**src/rtl/oaht_pkg.sv**
```systemverilog
// ----------------------------------------------------------------------------
// oaht_pkg
// Shared types and constants for the open-addressing hash table.
// ----------------------------------------------------------------------------
package oaht_pkg;

    // Table geometry. The slot count must be a power of two: the hash is
    // reduced to the low bits of the product.
    localparam int SLOTS  = 16;
    localparam int SLOT_W = $clog2(SLOTS);
    localparam int KEY_W  = 16;

    // Hash multiplier.
    localparam int HASH_MUL = 9;

    typedef enum logic [1:0] {
        CMD_INSERT = 2'd0,
        CMD_SEARCH = 2'd1,
        CMD_DELETE = 2'd2,
        CMD_NONE   = 2'd3
    } cmd_t;

    typedef enum logic [1:0] {
        ST_DONE    = 2'd0,
        ST_MISSING = 2'd1,
        ST_FULL    = 2'd2,
        ST_SPARE   = 2'd3
    } status_t;

    typedef enum logic [1:0] {
        MARK_EMPTY = 2'd0,
        MARK_USED  = 2'd1,
        MARK_GONE  = 2'd2,
        MARK_SPARE = 2'd3
    } mark_t;

    // Controller to datapath
    typedef struct packed {
        logic    load;       // capture key, restart probing
        logic    issue;      // read the next slot of the probe sequence
        logic    wr_used;    // store key in the slot under test, mark it used
        logic    wr_gone;    // mark the slot under test deleted
        logic    res_load;   // capture the result beat
        status_t res_status;
    } dp_cmd_t;

    // Datapath to controller
    typedef struct packed {
        logic rd_vld;  // a probed slot is ready for evaluation
        logic free;    // probed slot is empty or deleted
        logic empty;   // probed slot is empty
        logic match;   // probed slot is used and holds the key
        logic last;    // probed slot is the final one of the sequence
    } dp_stat_t;

endpackage

```
**src/rtl/oaht_dpath.sv**
```systemverilog
// ----------------------------------------------------------------------------
// oaht_dpath
// Key store, slot marks, probe address generation and result register.
// ----------------------------------------------------------------------------
module oaht_dpath
    import oaht_pkg::*;
(
    input  logic              clk,
    input  logic              rst_n,
    input  logic [KEY_W-1:0]  in_key,
    input  dp_cmd_t           cmd,
    output dp_stat_t          stat,
    output status_t           res_status,
    output logic [SLOT_W-1:0] res_slot
);

    localparam int PROD_W = KEY_W + $clog2(HASH_MUL) + 1;

    logic [KEY_W-1:0]  key_mem [SLOTS];
    mark_t             marks_reg [SLOTS];

    logic [KEY_W-1:0]  key_reg;
    logic [SLOT_W-1:0] base_reg;
    logic [SLOT_W-1:0] probe_reg;
    logic [SLOT_W-1:0] slot_q_reg;
    logic [SLOT_W-1:0] idx_q_reg;
    logic [KEY_W-1:0]  key_q_reg;
    mark_t             mark_q_reg;
    logic              rd_vld_reg;
    status_t           res_status_reg;
    logic [SLOT_W-1:0] res_slot_reg;

    logic [PROD_W-1:0] hash_prod;
    logic [SLOT_W-1:0] rd_addr;

    assign hash_prod = PROD_W'(in_key) * PROD_W'(HASH_MUL);
    assign rd_addr   = base_reg + probe_reg;

    // Probe control
    always_ff @(posedge clk or negedge rst_n)
    begin
        if (!rst_n)
        begin
            probe_reg  <= '0;
            rd_vld_reg <= 1'b0;
        end
        else if (cmd.load)
        begin
            probe_reg  <= '0;
            rd_vld_reg <= 1'b0;
        end
        else
        begin
            rd_vld_reg <= cmd.issue;
            if (cmd.issue)
                probe_reg <= probe_reg + SLOT_W'(1);
        end
    end

    always_ff @(posedge clk)
    begin
        if (cmd.load)
        begin
            key_reg  <= in_key;
            base_reg <= hash_prod[SLOT_W-1:0];
        end
        if (cmd.issue)
        begin
            slot_q_reg <= rd_addr;
            idx_q_reg  <= probe_reg;
            mark_q_reg <= marks_reg[rd_addr];
        end
    end

    // Key store: written at the slot under test, read into key_q_reg on issue, ahead of the test
    always_ff @(posedge clk)
    begin
        if (cmd.wr_used)
            key_mem[slot_q_reg] <= key_reg;
        if (cmd.issue)
            key_q_reg <= key_mem[rd_addr];
    end

    always_ff @(posedge clk or negedge rst_n)
    begin
        if (!rst_n)
        begin
            for (int i = 0; i < SLOTS; i++)
                marks_reg[i] <= MARK_EMPTY;
        end
        else if (cmd.wr_used)
            marks_reg[slot_q_reg] <= MARK_USED;
        else if (cmd.wr_gone)
            marks_reg[slot_q_reg] <= MARK_GONE;
    end

    always_ff @(posedge clk)
    begin
        if (cmd.res_load)
        begin
            res_status_reg <= cmd.res_status;
            res_slot_reg   <= (cmd.res_status == ST_DONE) ? slot_q_reg : '0;
        end
    end

    assign stat.rd_vld = rd_vld_reg;
    assign stat.free   = (mark_q_reg != MARK_USED);
    assign stat.empty  = (mark_q_reg == MARK_EMPTY);
    assign stat.match  = (mark_q_reg == MARK_USED) && (key_q_reg == key_reg);
    assign stat.last   = (idx_q_reg == SLOT_W'(SLOTS - 1));

    assign res_status = res_status_reg;
    assign res_slot   = res_slot_reg;

endmodule

```
**src/rtl/oaht_ctrl.sv**
```systemverilog
// ----------------------------------------------------------------------------
// oaht_ctrl
// Command sequencer: accepts a command, steps the probe and decides the end.
// ----------------------------------------------------------------------------
module oaht_ctrl
    import oaht_pkg::*;
(
    input  logic     clk,
    input  logic     rst_n,
    input  logic     in_valid,
    output logic     in_ready,
    input  cmd_t     in_cmd,
    output logic     out_valid,
    input  logic     out_ready,
    output dp_cmd_t  cmd,
    input  dp_stat_t stat
);

    typedef enum logic [2:0] {
        S_IDLE   = 3'b001,
        S_PROBE  = 3'b010,
        S_RESULT = 3'b100
    } state_t;

    state_t state_reg, state_next;
    cmd_t   op_reg, op_next;

    always_ff @(posedge clk or negedge rst_n)
    begin
        if (!rst_n)
        begin
            state_reg <= S_IDLE;
            op_reg    <= CMD_INSERT;
        end
        else
        begin
            state_reg <= state_next;
            op_reg    <= op_next;
        end
    end

    always_comb
    begin
        state_next     = state_reg;
        op_next        = op_reg;
        cmd            = '0;
        cmd.res_status = ST_DONE;
        in_ready       = 1'b0;
        out_valid      = 1'b0;

        case (state_reg)
            S_IDLE:
            begin
                in_ready = 1'b1;
                if (in_valid)
                begin
                    if (in_cmd == CMD_NONE)
                    begin
                        // answer an unknown command without touching the table
                        cmd.res_load   = 1'b1;
                        cmd.res_status = ST_MISSING;
                        state_next     = S_RESULT;
                    end
                    else
                    begin
                        cmd.load   = 1'b1;
                        op_next    = in_cmd;
                        state_next = S_PROBE;
                    end
                end
            end

            S_PROBE:
            begin
                cmd.issue = 1'b1;
                if (stat.rd_vld)
                begin
                    if (op_reg == CMD_INSERT)
                    begin
                        if (stat.free)
                        begin
                            cmd.wr_used    = 1'b1;
                            cmd.res_load   = 1'b1;
                            cmd.res_status = ST_DONE;
                            state_next     = S_RESULT;
                        end
                        else if (stat.last)
                        begin
                            cmd.res_load   = 1'b1;
                            cmd.res_status = ST_FULL;
                            state_next     = S_RESULT;
                        end
                    end
                    else
                    begin
                        if (stat.match)
                        begin
                            cmd.wr_gone    = (op_reg == CMD_DELETE);
                            cmd.res_load   = 1'b1;
                            cmd.res_status = ST_DONE;
                            state_next     = S_RESULT;
                        end
                        else if (stat.empty || stat.last)
                        begin
                            cmd.res_load   = 1'b1;
                            cmd.res_status = ST_MISSING;
                            state_next     = S_RESULT;
                        end
                    end
                end
            end

            S_RESULT:
            begin
                out_valid = 1'b1;
                if (out_ready)
                    state_next = S_IDLE;
            end

            default:
            begin
                state_next = S_IDLE;
            end
        endcase
    end

endmodule

```
**src/rtl/open_address_hash_table.sv**
```systemverilog
// ----------------------------------------------------------------------------
// open_address_hash_table
// Open-addressing hash table with linear probing from slot (9*key) mod SLOTS.
// ----------------------------------------------------------------------------
// Channel  Dir  Beat contents
// s_*      in   tuser: command[1:0]; tdata: key[15:0]
// m_*      out  tuser: status[1:0]; tdata: slot[3:0], zero-padded to 8 bits
//
// A taken command probes up to SLOTS slots from its home slot; the probe
// loop reads one slot per cycle from the key store and the marks until it
// decides, and the result beat follows. No new command is taken meanwhile.
// An unknown command answers in the cycle after it is taken. Reset
// marks every slot empty at once. A stalled result beat holds the block;
// the next command is taken the cycle after the beat is taken.
// ----------------------------------------------------------------------------
module open_address_hash_table
    import oaht_pkg::*;
(
    input  logic        clk,
    input  logic        rst_n,
    input  logic        s_tvalid,
    output logic        s_tready,
    input  logic [15:0] s_tdata,   // key[15:0]
    input  logic [1:0]  s_tuser,   // command[1:0]
    output logic        m_tvalid,
    input  logic        m_tready,
    output logic [7:0]  m_tdata,   // slot[3:0], zeros above
    output logic [1:0]  m_tuser    // status[1:0]
);

    dp_cmd_t           dp_cmd;
    dp_stat_t          dp_stat;
    status_t           res_status;
    logic [SLOT_W-1:0] res_slot;

    oaht_ctrl u_ctrl (
        .clk       (clk),
        .rst_n     (rst_n),
        .in_valid  (s_tvalid),
        .in_ready  (s_tready),
        .in_cmd    (cmd_t'(s_tuser)),
        .out_valid (m_tvalid),
        .out_ready (m_tready),
        .cmd       (dp_cmd),
        .stat      (dp_stat)
    );

    oaht_dpath u_dpath (
        .clk        (clk),
        .rst_n      (rst_n),
        .in_key     (s_tdata[KEY_W-1:0]),
        .cmd        (dp_cmd),
        .stat       (dp_stat),
        .res_status (res_status),
        .res_slot   (res_slot)
    );

    assign m_tdata = {{(8 - SLOT_W){1'b0}}, res_slot};
    assign m_tuser = res_status;

endmodule

```
**config.mk**
```make
export PLATFORM = sky130hd
export DESIGN_NAME = open_address_hash_table
export DESIGN_NICKNAME = d
export VERILOG_FILES = /design/src/rtl/oaht_pkg.sv /design/src/rtl/oaht_dpath.sv /design/src/rtl/oaht_ctrl.sv /design/src/rtl/open_address_hash_table.sv
export SDC_FILE = /design/constraint.sdc
export NUM_CORES = 1
export LEC_CHECK = 0
export BUFFER_PORTS_ARGS = -buffer_cell sky130_fd_sc_hd__buf_2
export CORE_UTILIZATION = 50
export CTS_CLUSTER_DIAMETER = 120
export DETAILED_ROUTE_END_ITERATION = 6
export PLACE_DENSITY_LB_ADDON = 0.08
export SLEW_MARGIN = 10
export SYNTH_ARGS = -nofsm -noshare
export SYNTH_HDL_FRONTEND = slang
export SYNTH_SLANG_ARGS = --single-unit
```
**constraint.sdc**
```tcl
create_clock -name clk -period 8.2 [get_ports clk]
set_clock_uncertainty 0.05 [all_clocks]
set_input_delay 0.41 -clock clk [delete_from_list [all_inputs] [get_ports clk]]
set_output_delay 0.41 -clock clk [all_outputs]
set_load 0.05 [all_outputs]
```
==> results of run 1 <==
[metrics by stage]
stage | instances | setup slack [ns] | hold slack [ns]
after floorplan | 712 | 5.43 | 0.0644
after global placement | 1068 | 4.57 | 0.446
after detailed placement | 1068 | 4.48 | 0.456
after CTS | 1131 | 4.47 | 0.00895
after global routing | 1131 | 4.33 | 0.00990
final | 1131 | 4.51 | -0.0101
[path summary, 6_finish.rpt]
path                                     startpoint               endpoint  slack [ns]  cells past startpoint
max in group asynchronous                     rst_n              async pin        7.45                      1
worst min register to register             register               register        0.47                      1
worst max-delay path            u_dpath.base_reg[0]  u_dpath.key_q_reg[15]        4.51                      6
worst max register to register  u_dpath.base_reg[0]  u_dpath.key_q_reg[15]        4.51                      6
worst min-delay path                          rst_n   u_dpath.probe_reg[3]       -0.01                      1
min in group clk                         s_tdata[1]    u_dpath.base_reg[1]        0.02                      1
[logic make-up (layout without fill, tap and decap cells)]
family,Yosys count,count (layout),share of synthesized area
fa+ha+maj,5,5,0.00508
simple gates,107,107,0.0436
xor+xnor,17,17,0.0113
mux,128,128,0.158
compound gates,68,68,0.0285
buf+inv,36,114,0.0122
other cells,1,4,0.000272
flops,347,347,0.741
[power groups by stage]
stage | logic, µW | clock network, µW | registers, µW
6_report | 1330 | 1540 | 2160
4_1_cts | 1350 | 1560 | 2160
3_3_place_gp | 1330 | 0 | 2190
3_5_place_dp | 1350 | 0 | 2200
5_1_grt | 1440 | 1630 | 2180
2_1_floorplan | 1040 | 0 | 2180
[routing by layer]
metal / vias to the layer above / wire length, µm / GRT usage
li1: 2957 / - / -
met1: 3615 / 12500 / 0.297
met2: 235 / 15300 / 0.384
met3: 73 / 1620 / 0.0383
met4: 2 / 802 / 0.0680
met5: - / 13 / 0
[cells in the final DEF (no fill, tap or decap), types with 3 or more instances in the layout]
cell                        netlist  routed
sky130_fd_sc_hd__o21ai_0         20      20
sky130_fd_sc_hd__nor3_1           3       3
sky130_fd_sc_hd__nor2_2           0       8
sky130_fd_sc_hd__buf_2           11      29
sky130_fd_sc_hd__nand2b_1        10      10
sky130_fd_sc_hd__ha_1             4       3
sky130_fd_sc_hd__clkbuf_1         9      14
sky130_fd_sc_hd__dfrtp_1         41      41
sky130_fd_sc_hd__buf_4            5      15
sky130_fd_sc_hd__mux2i_1         54      54
sky130_fd_sc_hd__clkinv_1         0       6
sky130_fd_sc_hd__conb_1           1       4
sky130_fd_sc_hd__and2_1           3       3
sky130_fd_sc_hd__xnor2_1         12      12
sky130_fd_sc_hd__nand2_1          9       9
sky130_fd_sc_hd__nand3_1          5       5
sky130_fd_sc_hd__nor2_1          38      22
sky130_fd_sc_hd__inv_1            7       7
sky130_fd_sc_hd__nand2_2          5       5
sky130_fd_sc_hd__nor2b_1          8       8
sky130_fd_sc_hd__xor2_1           4       3
sky130_fd_sc_hd__clkbuf_16        0      37
sky130_fd_sc_hd__edfxtp_1       305     305
sky130_fd_sc_hd__o22a_1           4       4
sky130_fd_sc_hd__o21ai_1         17      17
sky130_fd_sc_hd__or2_2            3       3
sky130_fd_sc_hd__a21oi_1         19      18
sky130_fd_sc_hd__nand4_1          8       8
sky130_fd_sc_hd__mux4_2          72      72
sky130_fd_sc_hd__nor2_4           0       8
[layout make-up]
type                    count  share of cell area
clock inverters            11             0.00675
well taps                 341              0.0274
repair buffers             44              0.0165
clock buffers              52              0.0637
multi-input cells         329               0.229
flip-flops and latches    347               0.655
inverters                   7             0.00169
[worst max-delay path, cell delays in order, from the launching register on]
cell and delay (ns):
sky130_fd_sc_hd__edfxtp_1 0.64, sky130_fd_sc_hd__ha_4 0.28, sky130_fd_sc_hd__fa_4 1.18, sky130_fd_sc_hd__buf_4 0.58, sky130_fd_sc_hd__mux4_2 0.39, sky130_fd_sc_hd__mux2i_1 0.17
sky130_fd_sc_hd__mux2i_1 0.10
[cell usage after synthesis (4+ instances only)]
cell	count	area, µm²
sky130_fd_sc_hd__inv_1	7	26.3
sky130_fd_sc_hd__xnor2_1	12	105
sky130_fd_sc_hd__nand2_2	5	31.3
sky130_fd_sc_hd__xor2_1	4	35.0
sky130_fd_sc_hd__nand2b_1	10	62.6
sky130_fd_sc_hd__ha_1	4	50.1
sky130_fd_sc_hd__edfxtp_1	305	9160
sky130_fd_sc_hd__mux4_2	72	1620
sky130_fd_sc_hd__o21ai_0	20	100
sky130_fd_sc_hd__o21ai_1	17	85.1
sky130_fd_sc_hd__nand2_1	9	33.8
sky130_fd_sc_hd__a21oi_1	19	95.1
sky130_fd_sc_hd__nor2_1	38	143
sky130_fd_sc_hd__clkbuf_1	9	33.8
sky130_fd_sc_hd__buf_1	4	15.0
sky130_fd_sc_hd__mux2i_1	54	541
sky130_fd_sc_hd__nor2b_1	8	50.1
sky130_fd_sc_hd__buf_4	5	37.5
sky130_fd_sc_hd__nand4_1	8	50.1
sky130_fd_sc_hd__o22a_1	4	35.0
sky130_fd_sc_hd__buf_2	11	55.1
sky130_fd_sc_hd__nand3_1	5	25.0
sky130_fd_sc_hd__dfrtp_1	41	1030
==> out/summary.txt, run 1 <==
Routed via count = 6,882
Leakage component of the power = 0.00529 µW
Sequential fraction of the synthesis area = 0.741
Max H-tree Level = 2
Violations in the final reports = hold timing
Part of the total power dissipated in sequential elements = 0.431
Number of global-route vias before repair = 7,262
Final #Nets = 792
Max-cap check violation count = 0
CP required = 8.39 ns
DRT iter0 DRCs = 711
Critical Path Fanout Max = 37
Initial Utilization = 0.510
WHS = -0.0101 ns
Routed length per placed instance = 26.7 µm
Crit Path Category = reg2reg
Share of total power in the clock network = 0.306
Post-Route Utilization = 0.576
Switching share of total power = 0.278
Worst Path Arrival = 3.88 ns
Final worst path period share = 0.450
Total length of routed wires = 30,200 µm
Synth Flop Type = sky130_fd_sc_hd__edfxtp_1
Synthesized cell area = 0.0138 mm²
Post-Layout Inst Area = 0.0156 mm²
Max rail drop VDD = 309 µV
Clock latency at the later pin of the worst-skew pair = 0.51 ns
Mean instance size in the synthesized netlist = 19.4 µm²
Synthesis Warnings = 0
Layout overhead on the synthesized area = 13.0%
DRC violations left = 0
Final RePlAce weighted congestion = 0.791
Setup violators final = 0
Fraction of layout cells with a size suffix above 1 = 0.252
Number of routed nets with antenna violations = 0
Total power of the final layout = 5030 µW
Internal cell power = 3630 µW
Die Footprint = 0.0282 mm²
Post-CTS setup repair buffer count = 0
Time the final worst path needs with I/O delays and setup = 3.69 ns
Post-DP Area = 0.0145 mm²
Max Transition Viols Final = 0
Number of flip-flops in the largest register = 256
Height of the die = 168 µm
Number of hold buffers added after CTS = 0
Total global routing track utilization = 0.224
Initial DRT Pass Iterations = 4
Flip-flop and latch area = 0.0102 mm²
Highest Clock Rate = 0.271 GHz
Floorplan core area = 0.0270 mm²
Total global routing overflow = 0
Antenna violations before repair = 1
Status = finished with violations
Transition time of the tightest slew-check pin = 1.15 ns
FP Rows = 60
CP startpoint kind = register
CTS max path bufs = 3
Number of gates resized after CTS = 0
Sort of element at the end of the critical path = register
Fraction of power consumed by combinational cells = 0.264
Width of the die = 168 µm
Slew margin rel. = 0.231
Cell count after synthesis = 709
Setup repair after global routing missed its margin = false
Root Driver = sky130_fd_sc_hd__clkbuf_16
Pwr dens = 323 mW/mm²
Reported net switching power = 1400 µW
Number of enable flip-flop cells after synthesis = 305
Setup TNS = 0 ns
Wire length of the first global-routing pass = 45,500 µm
Library cells used by synthesis = 50
Number of filler instances in the final layout = 2,030
Number of primary I/O pins = 34
Fraction of registers with async set/reset = 0.121
CTS buffer count = 36
Area of combinational cells with multiple inputs = 0.00356 mm²
Placed wire-length estimate = 16,600 µm
Port Buffers = 29
Diode count = 0
Number of storage elements in the synthesis netlist = 347
CTS tree = built
Num Clock Sinks = 347
Clock Pin Slew Worst Setup and Hold Paths = 0.06 ns
Hold Violations, Final = 4
Pin count of the biggest net entering global routing = 43
Average vias per placed instance = 6.08
Worst hold path class = in2async
No activity file was read; power rests on OpenSTA's default activity.
==> inputs of run 2 (changes only) <==
- clock period: 8.2 -> 3.4 ns (I/O delays scaled with it)
==> run 2 against run 1 <==
Against the previous run: the flow now finishes without violations; register-to-register slack worse by 4.0 ns; global-route usage about the same; sequential cell count unchanged; via count up 1.6%; combinational power rose to 2.6 times the previous value; critical path depth unchanged; sequential share of layout area down 2.0 points; critical endpoint is now u_dpath.key_q_reg[7].
==> out/summary.txt, run 2 (synthesis gave the netlist of run 1 again) <==
Status = completed
Cell Chain, Critical Path = ha_4, fa_4, buf_12, mux4_2, mux2i_1, mux2i_1
Max-cap check violation count = 0
Internal cell power = 9070 µW
Setup TNS = 0 ns
Most frequent standard cell in the layout excluding fill and tap cells = sky130_fd_sc_hd__edfxtp_1
Number of routed nets with antenna violations = 0
Cell seen most often among critical-path stages = sky130_fd_sc_hd__mux2i_1
Post-DP Area = 0.0147 mm²
Met3 GRT Util = 0.0320
Share of total power in the clock network = 0.308
Master of the slowest instance on the critical path = sky130_fd_sc_hd__fa_4
Routed length per placed instance = 25.7 µm
Final worst path period share = 0.846
Floorplan core area = 0.0270 mm²
Part of the total power dissipated in sequential elements = 0.415
DRT iter0 DRCs = 632
Hold Violations, Final = 0
FP Rows = 60
Antenna violations before repair = 0
Routed via count = 6,995
Met1 usage = 0.323
Placed wire-length estimate = 17,500 µm
Wire length of the first global-routing pass = 45,900 µm
Switching share of total power = 0.276
Width of the die = 168 µm
Reported net switching power = 3460 µW
Number of primary I/O pins = 34
Total global routing track utilization = 0.224
Die Footprint = 0.0282 mm²
Setup violators final = 0
Height of the die = 168 µm
Sort of element at the end of the critical path = register
Num Clock Sinks = 347
Diode count = 0
Area of combinational cells with multiple inputs = 0.00352 mm²
WHS = 0.278 ns
Max Transition Viols Final = 0
Layout overhead on the synthesized area = 16.5%
Worst hold path class = in2async
Number of flip-flops in the largest register = 256
Number of filler instances in the final layout = 1,999
CP startpoint kind = register
Max H-tree Level = 2
Post-CTS setup repair buffer count = 0
Number of global-route vias before repair = 7,258
CP required = 3.58 ns
Initial Utilization = 0.510
CTS max path bufs = 3
Cells after DPL = 1,089
Average vias per placed instance = 5.95
Root Driver = sky130_fd_sc_hd__clkbuf_16
Highest Clock Rate = 0.348 GHz
Critical Path Fanout Max = 19
Time the final worst path needs with I/O delays and setup = 2.87 ns
Final #Nets = 835
Leakage component of the power = 0.00556 µW
Pin count of the biggest net entering global routing = 43
Fraction of power consumed by combinational cells = 0.277
Number of standard cells in the layout, taps in and fillers out = 1,175
Port Buffers = 29
Total global routing overflow = 0
Met2 track utilization from global routing = 0.361
DRC violations left = 0
Fraction of layout cells with a size suffix above 1 = 0.271
Clock Pin Slew Worst Setup and Hold Paths = 0.06 ns
Crit Path Category = reg2reg
Pwr dens = 780 mW/mm²
Transition time of the tightest slew-check pin = 0.999 ns
Top library cells by usage in the layout, fill and taps aside = sky130_fd_sc_hd__edfxtp_1 (305), sky130_fd_sc_hd__mux4_2 (72), sky130_fd_sc_hd__mux2i_1 (54)
Flip-flop and latch area = 0.0102 mm²
Top Usage Layer GRT = met2
Max rail drop VDD = 617 µV
Total length of routed wires = 30,200 µm
Initial DRT Pass Iterations = 5
Post-Layout Inst Area = 0.0161 mm²
Worst Path Arrival = 3.05 ns
Final RePlAce weighted congestion = 0.817
CTS buffer count = 37
Slew margin rel. = 0.334
CTS tree = built
Total power of the final layout = 12,500 µW
Setup repair after global routing missed its margin = false
CP max stage delay = 0.98 ns
Clock latency at the later pin of the worst-skew pair = 0.52 ns
==> run 2: area by class of cell <==
type,instances,share of cell area
repair buffers,86,0.0436
clock buffers,51,0.0654
multi-input cells,329,0.219
inverters,7,0.00164
clock inverters,14,0.00779
flip-flops and latches,347,0.636
well taps,341,0.0266
==> run 2: metrics by stage <==
stage,utilization,setup WS (ns)
3_3_place_gp,0.543,0.533
3_5_place_dp,0.543,0.517
6_report,0.594,0.525
5_1_grt,0.594,0.413
2_1_floorplan,-,0.631
4_1_cts,0.594,0.511
==> run 2: power by group through the flow <==
| stage | sequential [µW] | clock, µW | combinational, µW |
|---|---|---|---|
| 2_1_floorplan | 5260 | 0 | 2500 |
| 3_3_place_gp | 5270 | 0 | 3490 |
| 3_5_place_dp | 5290 | 0 | 3520 |
| 4_1_cts | 5200 | 3920 | 3550 |
| 5_1_grt | 5230 | 4080 | 3750 |
| 6_report | 5200 | 3850 | 3470 |
==> run 2: timing repair <==
| item | CTS | global route |
|---|---|---|
| gates resized for setup | 0 | 0 |
| endpoints found under the hold margin | 62 | 0 |
| hold buffers | 21 | 0 |
| endpoints found under the setup margin | 0 | 0 |
==> run 2: worst paths after layout <==
kind | from | slack [ns] | end | cells past startpoint
worst max-delay path | u_dpath.probe_reg[0] | 0.53 | u_dpath.key_q_reg[7] | 6
worst min-delay path | rst_n | 0.28 | u_dpath.probe_reg[3] | 2
worst max register to register | u_dpath.probe_reg[0] | 0.53 | u_dpath.key_q_reg[7] | 6
worst min register to register | register | 0.47 | register | 1
max in group asynchronous | rst_n | 2.36 | async pin | 2
min in group clk | s_tvalid | 0.29 | u_dpath.probe_reg[2] | 4
==> run 2: per-layer routing <==
layer | routed length [µm] | vias to the layer above
met4 | 721 | 0
met3 | 1630 | 53
met1 | 13200 | 3659
met2 | 14600 | 243
li1 | - | 3040
met5 | 0 | -
==> run 2: worst max-delay path, delay by kind of cell, from the launching register on <==
family                     cells  cell delay (ns)
adders and majority gates      2             1.19
buffers and inverters          1             0.22
DFF                            1             0.46
muxes                          3             0.65
==> inputs of run 3 (changes only) <==
- ABC_AREA: unset -> 1
- clock period: 3.4 -> 2.5 ns (I/O delays scaled with it)
==> run 3 against run 2 <==
Against the previous run: the run now ends with setup timing left; via count is 32% higher; synthesized cell count is 67% higher; global-route usage is 1.6 points higher; critical path depth is 4 higher; hold slack worse by 0.0024 ns; maximum frequency is 15% higher; first-iteration DRC count is 43% higher; total power is 66% higher; final area is 8.8% higher; non-clock buffer count is 31 higher; critical path type unchanged; critical endpoint is now u_dpath.key_q_reg[11]; largest cell class unchanged; highest routed layer unchanged.
==> out/summary.txt, run 3 <==
Status = finished with violations
Violations in the final reports = setup timing
Critical Path Fanout Max = 8
Part of the total power dissipated in sequential elements = 0.340
Layout overhead on the synthesized area = 21.4%
Number of global-route vias before repair = 8,861
Max H-tree Level = 2
Highest Clock Rate = 0.398 GHz
Setup TNS = -0.0103 ns
Post-Layout Inst Area = 0.0175 mm²
Total power of the final layout = 20,800 µW
Cell seen most often among critical-path stages = sky130_fd_sc_hd__o21ai_1
DRT iter0 DRCs = 903
Top library cells by usage in the layout, fill and taps aside = sky130_fd_sc_hd__edfxtp_1 (305), sky130_fd_sc_hd__nor2_1 (193), sky130_fd_sc_hd__nand2_1 (104)
Number of primary I/O pins = 34
Antenna violations before repair = 0
Final RePlAce weighted congestion = 0.791
WHS = 0.275 ns
Reported net switching power = 7170 µW
Area share of the largest cell type after synthesis = 0.636
Switching share of total power = 0.345
Number of enable flip-flop cells after synthesis = 305
Pin count of the biggest net entering global routing = 65
CP startpoint kind = register
Post-DP Area = 0.0155 mm²
Average vias per placed instance = 5.49
Synth Flop Type = sky130_fd_sc_hd__edfxtp_1
Total global routing overflow = 0
Worst setup margin = -0.0103 ns
Fraction of registers with async set/reset = 0.121
Number of storage elements in the synthesis netlist = 347
Setup repair after global routing missed its margin = true
Time the final worst path needs with I/O delays and setup = 2.51 ns
Num Clock Sinks = 347
CP max stage delay = 0.53 ns
CTS max path bufs = 3
Fraction of power consumed by combinational cells = 0.412
Final worst path period share = 1.00
CTS tree = built
Library cells used by synthesis = 40
Worst Path Arrival = 2.72 ns
Leading post-synthesis cells by instance count = sky130_fd_sc_hd__edfxtp_1 (305), sky130_fd_sc_hd__nor2_1 (193), sky130_fd_sc_hd__o21ai_0 (152)
Floorplan core area = 0.0281 mm²
Most frequent standard cell in the layout excluding fill and tap cells = sky130_fd_sc_hd__edfxtp_1
Clock latency at the later pin of the worst-skew pair = 0.51 ns
Pwr dens = 1190 mW/mm²
Diode count = 0
Buffers plus inverters on the worst setup path = 3
Port Buffers = 29
Met2 wirelength from detailed routing = 18,000 µm
Share of total power in the clock network = 0.248
Clock Pin Slew Worst Setup and Hold Paths = 0.06 ns
Setup violators final = 1
Synthesized cell area = 0.0144 mm²
Max Transition Viols Final = 0
DP Worst Slack = 0.0368 ns
Max-cap check violation count = 0
FP Rows = 61
Number of filler instances in the final layout = 2,235
Met3 wire length = 1820 µm
Wire length of the first global-routing pass = 51,700 µm
Routed via count = 9,259
CP required = 2.71 ns
Cell count after synthesis = 1,183
Leakage component of the power = 0.00645 µW
Number of routed nets with antenna violations = 0
DRC violations left = 0
Initial Utilization = 0.513
Total global routing track utilization = 0.240
Total length of routed wires = 37,200 µm
Root Driver = sky130_fd_sc_hd__clkbuf_16
Max Used Layer = met4
Cell types occupying the most area after synthesis = sky130_fd_sc_hd__edfxtp_1 (64%), sky130_fd_sc_hd__dfrtp_1 (7.1%), sky130_fd_sc_hd__o21ai_0 (5.3%), sky130_fd_sc_hd__nor2_1 (5.0%), sky130_fd_sc_hd__o22ai_1 (3.0%)
Cell Chain, Critical Path = ha_4, fa_2, buf_6, buf_12, clkbuf_16, o21ai_1, o22ai_1, mux2_4, nand2_2, o21ai_1
Initial DRT Pass Iterations = 5
Max rail drop VDD = 1020 µV
Crit Path Category = reg2reg
Height of the die = 172 µm
Wl on met1 = 16,200 µm
Die Footprint = 0.0295 mm²
Worst hold path class = in2async
Sort of element at the end of the critical path = register
Number of flip-flops in the largest register = 256
Internal cell power = 13,600 µW
CTS buffer count = 37
Library cell with the largest summed area after synthesis = sky130_fd_sc_hd__edfxtp_1
Slew margin rel. = 0.323
Width of the die = 172 µm
Final #Nets = 1,310
Most instantiated library cell after synthesis = sky130_fd_sc_hd__edfxtp_1
Synthesis Warnings = 0
Kind of cell with the highest combined delay on the critical path = adder cells
Fraction of layout cells with a size suffix above 1 = 0.225
Transition time of the tightest slew-check pin = 1.02 ns
Sequential fraction of the synthesis area = 0.709
Placed wire-length estimate = 19,400 µm
Mean instance size in the synthesized netlist = 12.2 µm²
Routed length per placed instance = 22.0 µm
Master of the slowest instance on the critical path = sky130_fd_sc_hd__fa_2
Hold Violations, Final = 0
==> run 3: changes by cell type in the layout (fill, tap and decap cells not counted), moves of 31 or more <==
cell / change
sky130_fd_sc_hd__o21ai_2: +42
sky130_fd_sc_hd__inv_1: +71
sky130_fd_sc_hd__mux4_2: -72
sky130_fd_sc_hd__o21ai_1: +31
sky130_fd_sc_hd__nor2_1: +171
sky130_fd_sc_hd__o22ai_1: +59
sky130_fd_sc_hd__nand2_1: +95
sky130_fd_sc_hd__o21ai_0: +56
sky130_fd_sc_hd__mux2i_1: -54
==> run 3: repair_timing <==
action,CTS,global route
hold buffers,22,0
resized for setup,0,171
endpoints found under the setup margin,0,15
endpoints found under the hold margin,63,0
setup buffers,0,6
==> run 3: cell families after synthesis <==
group	count (synthesis)	synth area share
simple gates	360	0.104
buf+inv	160	0.0471
fa+ha+maj	5	0.00487
mux	34	0.0266
other cells	1	0.000261
compound gates	266	0.102
xor+xnor	10	0.00608
flops	347	0.709
==> run 3: path summary, 6_finish.rpt <==
kind                                      from                     to  slack (ns)  depth (start not counted)
min reg2reg                           register               register        0.42                          2
max reg2reg                u_dpath.base_reg[0]  u_dpath.key_q_reg[11]       -0.01                         10
min                                      rst_n   u_dpath.probe_reg[2]        0.28                          2
max                        u_dpath.base_reg[0]  u_dpath.key_q_reg[11]       -0.01                         10
min in group clk                   s_tdata[10]    u_dpath.key_reg[10]        0.28                          2
max in group asynchronous                rst_n              async pin        1.49                          2
==> run 3: power by group through the flow <==
stage | clock network, µW | registers [µW] | logic [µW]
2_1_floorplan | 0 | 7230 | 4170
3_3_place_gp | 0 | 7180 | 6180
3_5_place_dp | 0 | 7180 | 6250
4_1_cts | 5230 | 7060 | 6320
5_1_grt | 5430 | 7090 | 9230
6_report | 5160 | 7070 | 8570
==> run 3: stage by stage <==
step,utilization,cells
2_1_floorplan,-,1186
3_3_place_gp,0.550,1580
3_5_place_dp,0.550,1580
4_1_cts,0.598,1667
5_1_grt,0.622,1687
6_report,0.622,1687
==> run 3: cell type report <==
cell class / count / area [µm²] / area share
multi-input cells: 679 / 3880 / 0.222
clock inverters: 15 / 143 / 0.00816
flip-flops and latches: 347 / 10200 / 0.584
repair inverters: 1 / 11.3 / 0.000644
well taps: 378 / 473 / 0.0271
inverters: 100 / 488 / 0.0279
clock buffers: 50 / 975 / 0.0558
repair buffers: 117 / 1290 / 0.0739
==> run 3: layer usage <==
layer / vias up / GRT usage
met3: 79 / 0.0352
met4: 0 / 0.0842
met5: - / 0
met2: 235 / 0.402
met1: 4557 / 0.320
li1: 4388 / -
